<file path="config.mk">
export PLATFORM = sky130hd
export DESIGN_NAME = sn2d_sum
export DESIGN_NICKNAME = d
export VERILOG_FILES = /design/src/sv/sn2d_sum.sv
export SDC_FILE = /design/constraint.sdc
export NUM_CORES = 1
export LEC_CHECK = 0
export ABC_AREA = 0
export BUFFER_PORTS_ARGS = -buffer_cell sky130_fd_sc_hd__buf_2
export CAP_MARGIN = 20
export CORE_MARGIN = 2
export CORE_UTILIZATION = 45
export DETAILED_ROUTE_END_ITERATION = 10
export PLACE_DENSITY = 0.7
export SLEW_MARGIN = 20
export SYNTH_ARGS = -nofsm -noshare
export SYNTH_HDL_FRONTEND = slang
export SYNTH_SLANG_ARGS = --single-unit
</file>
<file path="constraint.sdc">
create_clock -name clk -period 7.4 [get_ports clk]
set_clock_uncertainty 0.2 [all_clocks]
set_input_delay 1.48 -clock clk [delete_from_list [all_inputs] [get_ports clk]]
set_output_delay 1.48 -clock clk [all_outputs]
set_load 0.01 [all_outputs]
</file>
<file path="src/sv/sn2d_sum.sv">
// Corner sum, scale by 70, round and saturate: two stages.
`default_nettype none
module sn2d_sum (
	input  wire logic               clk,
	input  wire logic signed [55:0] a,
	input  wire logic signed [55:0] b,
	input  wire logic signed [55:0] c,
	output logic signed [15:0]      result
);
	logic signed [57:0] sum_s1;
	logic signed [64:0] sc_w, r_w;

	assign sc_w = 65'(sum_s1) * 65'sd70 + (65'sd1 <<< 32);
	assign r_w = sc_w >>> 33;

	always_ff @(posedge clk) begin
		sum_s1 <= 58'(a) + 58'(b) + 58'(c);
		if (r_w > 65'sd32767)
			result <= 16'sd32767;
		else if (r_w < -65'sd32768)
			result <= -16'sd32768;
		else
			result <= 16'(r_w);
	end
endmodule
`default_nettype wire

</file>
### Yosys cells after proc, flatten, opt, wreduce, memory -nomap -nowiden

Index checks and enable logic that the tools add are counted.

| storage, ports and cells | value |
|---|---|
| memory bits (read-only) | 0 |
| memories kept | 0 |
| output and inout port bits | 16 |
| bits in latches | 0 |
| flip-flop bits (word level) | 74 |
| memory bits (writable) | 0 |

| operators by class | value |
|---|---|
| muxes and demuxes | 1 |
| equality and inequality tests | 0 |
| $lt $le $gt $ge | 2 |
| shifts and indexed selects | 0 |
| $add $sub $neg | 3 |
| bitwise operators | 0 |
| multipliers | 1 |
| divide/modulo/power cells | 0 |
| reduce and logical (&&, ||, !) cells | 0 |

Operators with widths:

| cell | number |
|---|---|
| 65-bit by 34-bit adder with 65-bit output, second input constant | 1 |
| 58-bit by 7-bit multiplier with 64-bit output, second input constant | 1 |
| 57-bit by 56-bit adder with 58-bit output | 1 |
| 56-bit by 56-bit adder with 57-bit output | 1 |
| 32-bit by 16-bit > comparator with 1-bit output, second input constant | 1 |
| 32-bit by 16-bit < comparator with 1-bit output, second input constant | 1 |
| 16-bit two-way mux | 1 |

### Longest topological paths before layout

| logic depth | value |
|---|---|
| word-level depth | 4 |
| depth in mapped cells | 24 |

### Least setup slack after synthesis

OpenSTA, ideal clock, no wires.

| timing path | value |
|---|---|
| path kind | input port to flip-flop |
| start | input a[1] |
| end | register sum_s1[53] |
| arrival | 5,594 ps |
| path buffers | 0 |
| stages on the path | 18 |
| data required time | 7,077 ps |
| slack | 1,483 ps |
| cells stage by stage | fa_1 > ha_1 > inv_1 > fa_1 > nor2b_1 > o21a_1 > o21ai_1 > a21oi_1 > a31o_2 > a2111oi_0 > nand4b_1 > a211oi_1 > o311ai_1 > a21boi_0 > or4_1 > a31oi_1 > o21ai_1 > xor2_1 |

| on the way | value |
|---|---|
| word-level cells in the longest chain between the ends | 2 |

Ends and longest elaborated chain:

| what | line | text |
|---|---|---|
| start: declaration | 5 | `input wire logic signed [55:0] a,` |
| 56-bit by 56-bit adder with 57-bit output | 17 | `sum_s1 <= 58'(a) + 58'(b) + 58'(c);` |
| 57-bit by 56-bit adder with 58-bit output | 17 |  |
| end signal: assignment | 17 |  |
| end: declaration | 10 | `logic signed [57:0] sum_s1;` |

Every way passes these cells.
A chain may end at the register's enable or synchronous reset.

### Worst setup path after layout

| timing path | value |
|---|---|
| start | register sum_s1[30] |
| end | register result[2] |

| on the way | value |
|---|---|
| word-level cells in the longest chain between the ends | 4 |

Ends and longest elaborated chain:

| what | line | text |
|---|---|---|
| 58-bit by 7-bit multiplier with 64-bit output (*) | 13 | `assign sc_w = 65'(sum_s1) * 65'sd70 + (65'sd1 <<< 32);` |
| 65-bit by 34-bit adder with 65-bit output (*) | 13 |  |
| 32-bit by 16-bit < comparator with 1-bit output | 20 | `else if (r_w < -65'sd32768)` |
| 16-bit two-way mux | 20 |  |
| end signal: assignment | 21 | `result <= -16'sd32768;` |
| end signal: assignment | 23 | `result <= 16'(r_w);` |
| end: declaration | 8 | `output logic signed [15:0] result` |

Every way passes the cells marked *; elsewhere a longest branch is shown, timed or not.

==> results.cfg <==
[hold_path]
min_from = sum_s1[57]
holdCritPathClass = flip-flop to flip-flop

[global_route]
grt_max_degree = 16
overflow = 0
busiest_layer = met2
grt_use_met3 = 0.01705
grt_pass1_vias = 11390
use_met1 = 0.2852
track_usage = 0.1956
grt_pass1_wl_mm = 51.92
antenna_found_initial = 1
grt_use_met2 = 0.3161

[floorplan]
pin_count = 185
fp-row-count = 63
start_util = 0.4591
die_h_um = 178.1
fp.dieW_um = 178.1
core_area_um2 = 29720
dieArea_um2 = 31730

[drt]
vias = 11500
drtIter0Drc = 513
drt-vias-per-instance = 5.265
post-route-drc-count = 0
drt_wl_total_mm = 29.91
avgRoutedWirePerCell_um = 13.69
drtPass1Iterations = 5
antenna_left = 0

[worst_setup_path]
crit_path_start = sum_s1[30]
required_ns = 7.42
start_kind = flip-flop
cp-end-kind = flip-flop
critPathMaxStageDelay_ns = 0.60
crit_fanout = 15
crit_path_frequent_cell = ha_1
cp_top_family = compound AO/OA/AOI/OAI gates
path_buf_inv = 3
slowest_stage = a2111oi_0
path_cells = ha_1, ha_1, inv_1, fa_1, inv_1, ha_1, nand3_1, nor3_1, a31oi_1, a21boi_1, o31ai_4, a2111oi_0, mux2i_1, o21ai_1, or3_1, nor3_1, xnor2_1, a2bb2oi_2, o41ai_4, buf_4, a21oi_1
cp.arrival_ns = 6.67
worstSetupPathType = flip-flop to flip-flop
rr_startpoint = sum_s1[30]

[logic_synthesis]
yosysSeqAreaShare = 0.1086
ys_top_cells_by_area = ha_1 (22%), fa_1 (17%), dfxtp_1 (11%)
ys.flop_type = dfxtp_1
ys_warn_count = 0
avgSynthCellArea_um2 = 8.422
yosys.area.top_type = ha_1
synth-async-reset-ratio = 0
synth_nets = 2138
synth_cell_type_count = 98
synthCells = 1620
synth_edf_count = 0
syn_area_um2 = 13640
synth_top_cell_area_share = 0.2155
ys_ff_latch = 74

[timing]
final.setup.tns_ns = 0
clock.fmax_mhz = 150.4
layout_worst_path_cycle_share = 0.8986
setup_violations = 0
min_period_ns = 6.650
finalHoldViolations = 0
drv_slew = 0
slew_headroom = 0.4000
worstMarginPinSlew_ns = 0.8906
rsz0062_at_grt = no

[cts]
hold_buffers = 0
root_buffer = clkbuf_16
postCtsSetupBuffers = 0
cts_tree = done
htreeDepth = 3
clock-sinks = 74
cts_buffers = 9
clkTransAtPathRegs_ns = 0.08
clkLatencyLatePin_ns = 0.35
cts_resized = 0
clockBufferDepth = 2

[finish]
syn_to_final_growth_pct = 11.56
final_cell_area_um2 = 15220
drive_gt1_frac = 0.1476
register_area_um2 = 1481
fill_cells = 2799
nNetsFinal = 2309
diodes = 0
multi_input_area_um2 = 11020

[placed_design]
place_congestion = 0.8486
placed_area_um2 = 14940
hpwl_mm = 26.03
port_buffers = 184

[job]
cap_violations = 0

[outcome]
status = finished clean
kinds of logic after synthesis:
family                     share of synthesized area
AOI/OAI and AO/OA                             0.2025
muxes                                       0.004402
xor gates and xnor gates                     0.06337
and+or+nand+nor                               0.1550
DFF                                           0.1086
adders and majority gates                     0.3828
buffers and inverters                        0.08336
cells in the final DEF (no fill, tap or decap), types with 14 or more instances in the layout:
master   instances
nor2_1          78
nor3_1          43
ha_1           235
nor2b_1         14
xor2_1          27
nand2_1         95
o21ai_0         64
inv_1          264
a21oi_1        126
a21o_1          61
nand3_1         31
nand4_1         29
a31oi_1         15
xnor2_1         58
o21a_1          15
dfxtp_1         74
buf_2          184
fa_1           114
worst register-to-register path, stage by stage (launching register included):
cell and delay [ns]:
dfxtp_1 0.41, ha_1 0.27, ha_1 0.29, inv_1 0.05, fa_1 0.50, inv_1 0.04, ha_1 0.47, nand3_1 0.12
nor3_1 0.27, a31oi_1 0.17, a21boi_1 0.50, o31ai_4 0.17, a2111oi_0 0.60, mux2i_1 0.23, o21ai_1 0.16, or3_1 0.51
nor3_1 0.56, xnor2_1 0.20, a2bb2oi_2 0.10, o41ai_4 0.30, buf_4 0.28, a21oi_1 0.11
cell type report:
| cell class | instances | area share |
|---|---|---|
| multi-input cells | 1253 | 0.7243 |
| flip-flops and latches | 74 | 0.09733 |
| inverters | 264 | 0.06510 |
| repair buffers | 189 | 0.06297 |
| well taps | 390 | 0.03206 |
| clock buffers | 10 | 0.01570 |
| clock inverters | 5 | 0.002548 |
through the flow:
step / hold WS [ns] / std cells / util / worst slack [ns]
5_1_grt: 0.9550 / 2185 / 0.5122 / 0.3260
3_3_place_gp: 0.8751 / 2170 / 0.5028 / 0.8611
4_1_cts: 0.8972 / 2185 / 0.5122 / 0.8262
3_5_place_dp: 0.8942 / 2170 / 0.5028 / 0.8021
2_1_floorplan: 0.7546 / 1620 / - / 1.483
6_report: 0.8907 / 2185 / 0.5122 / 0.7501
path summary, 6_finish.rpt:
path / cells past startpoint / slack [ns] / endpoint
max: 21 / 0.75 / result[2]
max reg2reg: 21 / 0.75 / result[2]
min: 3 / 0.89 / result[15]
min reg2reg: 3 / 0.89 / result[15]
per-layer routing:
| metal | part of all wire | up-vias |
|---|---|---|
| li1 | - | 6001 |
| met5 | 0 | - |
| met3 | 0.034 | 21 |
| met4 | 0.011 | 0 |
| met2 | 0.43 | 221 |
| met1 | 0.53 | 5261 |
synthesized netlist by cell type (7+ instances only):
library cell  number
nor4_1            13
clkbuf_1          16
nand3_1           31
nor2_1            78
o211ai_1           9
nor2b_1           14
inv_1            264
dfxtp_1           74
and3_1            10
a21oi_1          126
nand4_1           29
and2_1            12
a21o_1            61
and4_1            10
or4_1              7
fa_1             114
a21oi_2           11
o21bai_1          13
buf_2              9
nand2b_1           9
o31ai_1            9
ha_1             235
o21ai_0           64
or2_2              7
a31oi_1           15
nor3_1            43
o21a_1            15
xor2_1            27
xnor2_1           58
nand2_1           95
a211oi_1          13
flip-flops by register name, summed over array words and instances, names as in the netlist:
register / flops
sum_s1: 58
result: 16
Power is not shown: default switching activity piles up to over one toggle a cycle in this logic, so the estimate is an artifact.
